## config.mk

```make
export PLATFORM = sky130hd
export DESIGN_NAME = hcb_ctrl
export DESIGN_NICKNAME = d
export VERILOG_FILES = /design/src/hdl/hcb_pkg.sv /design/src/hdl/hcb_ctrl.sv
export SDC_FILE = /design/constraint.sdc
export NUM_CORES = 1
export LEC_CHECK = 0
export BUFFER_PORTS_ARGS = -buffer_cell sky130_fd_sc_hd__buf_2
export CORE_MARGIN = 2
export CORE_UTILIZATION = 32
export DETAILED_ROUTE_END_ITERATION = 10
export HOLD_SLACK_MARGIN = 0.1
export SLEW_MARGIN = 20
export SYNTH_ARGS = -nofsm -noshare
export SYNTH_HDL_FRONTEND = slang
export SYNTH_SLANG_ARGS = --single-unit
```

## constraint.sdc

```tcl
create_clock -name clk -period 2.95 [get_ports clk]
set_input_delay 0 -clock clk [delete_from_list [all_inputs] [get_ports clk]]
set_output_delay 0 -clock clk [all_outputs]
set_load 0.005 [all_outputs]
```

## src/hdl/hcb_pkg.sv

```systemverilog
// Shared types, codes and constants of the Huffman code builder.
package hcb_pkg;

    localparam int MAX_SYMBOLS_DEF = 64;
    localparam int FREQ_WIDTH_DEF  = 16;

    localparam int KIND_W   = 2;
    localparam int SYM_W    = 8;
    localparam int FREQ_IN_W = 16;
    localparam int STATUS_W = 2;
    localparam int CODE_W   = 63;
    localparam int LEN_W    = 6;
    localparam int COUNT_W  = 7;

    localparam logic [KIND_W-1:0] KIND_LOAD  = 2'd0;
    localparam logic [KIND_W-1:0] KIND_BUILD = 2'd1;
    localparam logic [KIND_W-1:0] KIND_QUERY = 2'd2;
    localparam logic [KIND_W-1:0] KIND_CLEAR = 2'd3;

    localparam logic [STATUS_W-1:0] ST_OK     = 2'd0;
    localparam logic [STATUS_W-1:0] ST_FULL   = 2'd1;
    localparam logic [STATUS_W-1:0] ST_EMPTY  = 2'd2;
    localparam logic [STATUS_W-1:0] ST_ABSENT = 2'd3;

    typedef struct packed {
        logic [KIND_W-1:0]    kind;
        logic [SYM_W-1:0]     symbol;
        logic [FREQ_IN_W-1:0] frequency;
    } req_t;

    typedef struct packed {
        logic [STATUS_W-1:0] status;
        logic [CODE_W-1:0]   code_bits;
        logic [LEN_W-1:0]    code_length;
        logic [COUNT_W-1:0]  symbol_count;
    } rsp_t;

    // controller -> datapath
    typedef struct packed {
        logic                accept;
        logic                scan_start;
        logic                scan_run;
        logic                scan_min;
        logic                load_wr;
        logic                clear;
        logic                build_init;
        logic                merge;
        logic                root_init;
        logic                walk_c0;
        logic                walk_c1;
        logic                q_sel;
        logic                q_cap;
        logic                set_ready;
        logic                fin;
        logic [STATUS_W-1:0] status;
    } cmd_t;

    // datapath -> controller
    typedef struct packed {
        logic scan_done;
        logic found;
        logic full;
        logic cnt_zero;
        logic lone;
        logic merge_last;
        logic walk_last;
        logic ready;
        logic rsp_free;
    } stat_t;

endpackage

```

## src/hdl/hcb_ctrl.sv

```systemverilog
// Sequencer of the Huffman code builder: load, query, build and clear flows.
module hcb_ctrl (
    input  logic                        clk,
    input  logic                        rst_n,
    input  logic                        req_valid,
    input  logic [hcb_pkg::KIND_W-1:0]  req_kind,
    output logic                        req_stall,
    output hcb_pkg::cmd_t               cmd,
    input  hcb_pkg::stat_t              stat
);

    localparam logic [3:0] S_IDLE   = 4'd0;
    localparam logic [3:0] S_FIND   = 4'd1;
    localparam logic [3:0] S_LOADWR = 4'd2;
    localparam logic [3:0] S_QRD    = 4'd3;
    localparam logic [3:0] S_QWAIT  = 4'd4;
    localparam logic [3:0] S_BINIT  = 4'd5;
    localparam logic [3:0] S_MSCAN  = 4'd6;
    localparam logic [3:0] S_MERGE  = 4'd7;
    localparam logic [3:0] S_RINIT  = 4'd8;
    localparam logic [3:0] S_WRD    = 4'd9;
    localparam logic [3:0] S_WC0    = 4'd10;
    localparam logic [3:0] S_WC1    = 4'd11;
    localparam logic [3:0] S_DONE   = 4'd12;

    logic [3:0]                      state_reg, state_next;
    logic [hcb_pkg::KIND_W-1:0]      kind_reg, kind_next;
    logic [hcb_pkg::STATUS_W-1:0]    status_reg, status_next;

    assign req_stall = (state_reg != S_IDLE);

    always_comb
    begin
        state_next  = state_reg;
        kind_next   = kind_reg;
        status_next = status_reg;
        cmd         = '0;
        cmd.status  = status_reg;
        case (state_reg)
            S_IDLE:
            begin
                if (req_valid)
                begin
                    cmd.accept  = 1'b1;
                    kind_next   = req_kind;
                    status_next = hcb_pkg::ST_OK;
                    case (req_kind)
                        hcb_pkg::KIND_LOAD, hcb_pkg::KIND_QUERY:
                        begin
                            cmd.scan_start = 1'b1;
                            state_next     = S_FIND;
                        end
                        hcb_pkg::KIND_BUILD:
                        begin
                            if (stat.cnt_zero)
                            begin
                                status_next = hcb_pkg::ST_EMPTY;
                                state_next  = S_DONE;
                            end
                            else
                            begin
                                state_next = S_BINIT;
                            end
                        end
                        default:
                        begin
                            cmd.clear  = 1'b1;
                            state_next = S_DONE;
                        end
                    endcase
                end
            end
            S_FIND:
            begin
                cmd.scan_run = 1'b1;
                if (stat.scan_done)
                begin
                    if (kind_reg == hcb_pkg::KIND_LOAD)
                    begin
                        state_next = S_LOADWR;
                    end
                    else if (stat.ready && stat.found)
                    begin
                        state_next = S_QRD;
                    end
                    else
                    begin
                        status_next = hcb_pkg::ST_ABSENT;
                        state_next  = S_DONE;
                    end
                end
            end
            S_LOADWR:
            begin
                cmd.load_wr = 1'b1;
                if (!stat.found && stat.full)
                begin
                    status_next = hcb_pkg::ST_FULL;
                end
                state_next = S_DONE;
            end
            S_QRD:
            begin
                cmd.q_sel  = 1'b1;
                state_next = S_QWAIT;
            end
            S_QWAIT:
            begin
                cmd.q_sel  = 1'b1;
                cmd.q_cap  = 1'b1;
                state_next = S_DONE;
            end
            S_BINIT:
            begin
                cmd.build_init = 1'b1;
                if (stat.lone)
                begin
                    state_next = S_RINIT;
                end
                else
                begin
                    cmd.scan_start = 1'b1;
                    state_next     = S_MSCAN;
                end
            end
            S_MSCAN:
            begin
                cmd.scan_run = 1'b1;
                cmd.scan_min = 1'b1;
                if (stat.scan_done)
                begin
                    state_next = S_MERGE;
                end
            end
            S_MERGE:
            begin
                cmd.merge = 1'b1;
                if (stat.merge_last)
                begin
                    state_next = S_RINIT;
                end
                else
                begin
                    cmd.scan_start = 1'b1;
                    state_next     = S_MSCAN;
                end
            end
            S_RINIT:
            begin
                cmd.root_init = 1'b1;
                if (stat.lone)
                begin
                    cmd.set_ready = 1'b1;
                    state_next    = S_DONE;
                end
                else
                begin
                    state_next = S_WRD;
                end
            end
            S_WRD:
            begin
                state_next = S_WC0;
            end
            S_WC0:
            begin
                cmd.walk_c0 = 1'b1;
                state_next  = S_WC1;
            end
            S_WC1:
            begin
                cmd.walk_c1 = 1'b1;
                if (stat.walk_last)
                begin
                    cmd.set_ready = 1'b1;
                    state_next    = S_DONE;
                end
                else
                begin
                    state_next = S_WRD;
                end
            end
            S_DONE:
            begin
                if (stat.rsp_free)
                begin
                    cmd.fin    = 1'b1;
                    state_next = S_IDLE;
                end
            end
            default:
            begin
                state_next = S_IDLE;
            end
        endcase
    end

    always_ff @(posedge clk or negedge rst_n)
    begin
        if (!rst_n)
        begin
            state_reg  <= S_IDLE;
            kind_reg   <= hcb_pkg::KIND_LOAD;
            status_reg <= hcb_pkg::ST_OK;
        end
        else
        begin
            state_reg  <= state_next;
            kind_reg   <= kind_next;
            status_reg <= status_next;
        end
    end

endmodule

```

# == Word-level counts from Yosys, hierarchy flattened ==
# Index checks and enable logic that the tools add are counted.
# classes
n_reduce_logical,16
mux,45
eq_ne,21
# ops
cell,n
one-hot mux 4 bit (12 select lines),1
two-way mux 4 bit,9
two-way mux 1 bit,21
"equality test 4 bit, second input constant",5
"equality test 4 x 3 -> 1 bit, second input constant",4
two-way mux 2 bit,8
"inequality test 2 bit, second input constant",7
"equality test 4 x 2 -> 1 bit, second input constant",2
one-hot mux 4 bit (2 select lines),1
OR reduction 2 bit,4
two-way mux 3 bit,2
one-hot mux 2 bit (3 select lines),1
AND reduction 6 bit,1
"equality test 4 x 1 -> 1 bit, second input constant",1
logical NOT 2 bit,2
logical NOT 4 bit,1
AND reduction 4 bit,1
nonzero test 4 bit,1
one-hot mux 1 bit (3 select lines),1
nonzero test 3 bit,1
OR reduction 3 bit,1
"equality test 2 x 1 -> 1 bit, second input constant",1
"equality test 2 bit, second input constant",1
logical AND 1 bit,2
other kinds (3),3
# totals
register_bits,8
in_bits,14
elab_cells,85

# == Longest topological paths before layout ==
# depth
depth_word,5
ltp_mapped,6
ltp_nobuf,4

# == Least setup slack after synthesis ==
# Ideal clock, no wire load.
# synth_path
path_type,register to register
start,register state_reg[3]
end,register status_reg[1] (netlist name)
n_path_buf,1
synth_period_minus_slack_ns,1.626
arrival_time_ns,1.505
t_required_ns,2.829
path_slack_ns,1.324
path_stages_with_launch,6
cell_sequence,dfrtp_1 buf_6 or4b_4 nand2b_4 and3_4 o22a_1
# synth_via
elab_chain_len,3
elab_cells_between_ends,11
cone_classes,7 x eq/ne; 1 x mux; 3 x reduce/logical
# synth_lines
item,line,text
from (decl),hcb_ctrl.sv:26,"logic [3:0] state_reg, state_next;"
from (signal assigned),hcb_ctrl.sv:208,state_reg <= state_next;
equality test 4 x 2 -> 1 bit (tied with other cells),hcb_ctrl.sv:39,case (state_reg)
inequality test 2 bit (no source line) or nonzero test 3 bit (tied branches),-,
AND reduction 6 bit (no source line),-,
to (signal assigned),hcb_ctrl.sv:204,status_reg <= hcb_pkg::ST_OK;
to (signal assigned),hcb_ctrl.sv:210,status_reg <= status_next;
to (decl),hcb_ctrl.sv:28,"logic [hcb_pkg::STATUS_W-1:0] status_reg, status_next;"
# Several ways; a longest one is shown, not always the timed one.
# A chain may end at the register's enable or synchronous reset.

# == Final worst setup path ==
# layout_path
start,register state_reg[1]
end,register state_reg[3]
# layout_via
elab_chain_len,3
elab_cells_between_ends,20
cone_classes,16 x eq/ne; 1 x mux; 3 x reduce/logical
# layout_lines
item,line
equality test 4 x 3 -> 1 bit (tied with other cells),hcb_ctrl.sv:39
OR reduction 2 bit (no source line) or inequality test 2 bit (tied branches),-
one-hot mux 4 bit (12 select lines) or AND reduction 4 bit (tied branches),-
# Several ways; a longest one is shown, not always the timed one.

==> impl_metrics.tcl <==
set metrics [dict create \
    post-cts-setup-buffers 0 \
    yosys.area_share.xor_xnor_pct 1.13 \
    power.share.sequential_pct 33.0 \
    ant_nets 0 \
    design_area_um2 1000 \
    status "completed" \
    htree_num_levels 1 \
    max_cap_viol_count 0 \
    drt_wl_total_mm 2.20 \
    pre_cts_slack_ns 1.02 \
    cts_buffer_depth 2 \
    cp.depth 5 \
    grtUsageMet3_pct 4.24 \
    tightest_slew_ns 0.681 \
    ys_warn_count 0 \
    synth_area_leaders "dfrtp_1, nor2_1, mux2_1, o22ai_1, nor3_1" \
    muxShareOfSynthArea_pct 5.66 \
    p_clk_share_pct 10.3 \
    groute.layer.met2.usage_pct 27.3 \
    row_count 17 \
    ios 32 \
    critPathBufInv 1 \
    cp.arrival_ns 2.62 \
    drv_slew 0 \
    die_w_um 53.2 \
    critPathKind "reg -> reg" \
    avgSynthCellArea_um2 7.89 \
    setup_viol_count_final 0 \
    seq_area_um2 200 \
    yosys.area.top_type_share_pct 25.9 \
    synth_top_family_by_area "simple AND/OR/NAND/NOR gates" \
    reg2reg_slack_ns 0.48 \
    drive_gt1_share_pct 30.0 \
    p_leak_nw 0.485 \
    cts_sinks 8 \
    power_density_nw_per_um2 876 \
    yosysSeqAreaShare_pct 25.9 \
    grt_pass1_vias 798 \
    synthTopCellsByCount "nor2_1, dfrtp_1, nand2_1, nor3_1, o22ai_1" \
    yosysTopAreaCell "dfrtp_1" \
    finalCritPeriodShare_pct 83.8 \
    multi_input_area_um2 512 \
    rsz0062_at_grt "false" \
    cp-end-kind "flip-flop" \
    path_cells "or4b_4, o32ai_1, a2111oi_0, o22ai_1, dlygate4sd3_1" \
    avgRoutedWirePerCell_um 13.9 \
    grtUsageTotal_pct 17.3 \
    grt_pass1_wl_mm 3.65 \
    cts_made_buffers 3 \
    coreArea_um2 2250 \
    rr_worst_depth 5 \
    num_vias 884 \
    area_growth_pct 29.8 \
    finalWorstPathRequiredPeriod_ns 2.47 \
    synth_ff_type "dfrtp_1" \
    initial_utilization_pct 34.3 \
    postCtsHoldBufs 6 \
    fill_cells 241 \
    p_sw_mw 0.407 \
    synthesis.area_um2 773 \
    drc 0 \
    irDropWorstVdd_uv 477 \
    grtUsageMet1_pct 24.2 \
    firstDrtPassIters 4 \
    crit_family "flip-flops" \
    clockRootBuffer "clkbuf_4" \
    postLayoutSetupSlackWorst_ns 0.479 \
    cpPeakStageDelay_ns 0.78 \
    synthCells 98 \
    crit_path_top_delay_cell "dfrtp_1" \
    synth_fa_ha_area_share_pct 0 \
    p_int_mw 0.472 \
    fin_skew_ns 0.00890 \
    ys_types 41 \
    nNetsFinal 146 \
    cts_resized 0 \
    tns_ns 0 \
    die_area_um2 2830 \
    required_ns 3.10 \
    r2r_start "state_reg[1]" \
    hold_path_class "in -> async" \
    crit_fanout 24 \
    grt.overflow.total 0 \
    clk_latency_ns 0.26 \
    cts_tree "yes" \
    port_buffers 31 \
    fin_hold_ws_ns 0.105 \
    busiest_layer "met2" \
    drt-vias-per-instance 5.59 \
    synth-compound-area-share_pct 28.6 \
    largest_reg_flops 4 \
    fmax_ghz 0.405 \
    start_kind "flip-flop" \
    synth_edf_count 0 \
    synth_simple_gate_area_share_pct 30.7 \
    synth-async-reset-ratio_pct 100 \
    worstReg2RegEnd "state_reg[3]" \
    grt_start_max_net_pins 25 \
    dieHeight_um 53.2 \
    combPwrFrac_pct 56.7 \
    synth-seq-cells 8 \
    gp_routability_congestion 0.866 \
    synth.most_common_cell "nor2_1" \
    placed_cell_area_um2 921 \
    drt-initial-drc-count 24 \
    power.total_mw 0.879 \
    path_clk_slew_ns 0.06 \
    antenna_found_initial 0 \
    diodes 0 \
    dp_hpwl_mm 1.63 \
    slew-limit-headroom_pct 54.6 \
    final_hold_viol_count 0 \
    p_sw_share_pct 46.3 \
    synthesis.nets 112 \
]
-- per-stage QoR --
step	util, %	std cells
2_1_floorplan	-	98
3_3_place_gp	40.8	149
3_5_place_dp	40.8	149
4_1_cts	44.5	158
5_1_grt	44.5	158
6_report	44.5	158
-- routing by layer --
layer | up-vias | routed length, µm | part of all wire (%)
met5 | - | 0 | 0
met4 | 0 | 12 | 0.54
met3 | 4 | 177 | 8.0
met2 | 39 | 989 | 45
met1 | 408 | 1020 | 46
li1 | 433 | - | -
-- worst max-delay path by stage --
stage	to	startpoint	slack, ns
final	state_reg[3]	state_reg[1]	0.48
after global placement	status_reg[1]	state_reg[1]	1.06
after global routing	state_reg[3]	state_reg[0]	0.19
after floorplan	status_reg[1]	state_reg[3]	1.32
after detailed placement	status_reg[1]	state_reg[1]	1.02
after CTS	state_reg[3]	state_reg[1]	0.55
-- cells in the final DEF, fill, tap and decap left out, types with 2 or more instances in the layout --
| master | count |
|---|---|
| o2bb2ai_1 | 2 |
| nor2_1 | 10 |
| mux2_1 | 3 |
| nand2b_1 | 4 |
| a21oi_1 | 3 |
| nand3b_1 | 2 |
| clkbuf_4 | 3 |
| o32ai_1 | 2 |
| nor2b_1 | 3 |
| dlygate4sd3_1 | 6 |
| nor3_1 | 6 |
| dfrtp_1 | 8 |
| nand3_1 | 4 |
| inv_1 | 4 |
| o21ai_0 | 3 |
| o22a_1 | 2 |
| nand2_1 | 6 |
| o22ai_1 | 5 |
| buf_2 | 31 |
| a2111oi_0 | 3 |
-- cell families after synthesis --
kind of cell | after synthesis
AOI/OAI and AO/OA | 30
buffers and inverters | 13
muxes | 4
DFF | 8
xor gates and xnor gates | 1
and+or+nand+nor | 42
-- layout make-up --
class / count / share of cell area [%]
Sequential cell: 8 / 20.0
Tap cell: 28 / 3.49
Inverter: 5 / 1.87
Clock buffer: 3 / 2.24
Multi-Input combinational cell: 77 / 51.0
Timing Repair Buffer: 37 / 21.4
-- worst register-to-register path: cells and delay by family (launching register included) --
family,cells,cell delay (ns)
AO/OA/AOI/OAI,3,0.69
buffers and inverters,1,0.58
AND/OR/NAND/NOR,1,0.30
flip-flops,1,0.78
-- power groups by stage --
stage	sequential, mW	clock (mW)	combinational [mW]
floorplan	0.189	0	0.447
global placement	0.288	0	0.472
detailed placement	0.290	0	0.472
CTS	0.289	0.0931	0.499
global route	0.309	0.0982	0.568
finish	0.290	0.0903	0.499
No activity file was read; power rests on OpenSTA's default activity.
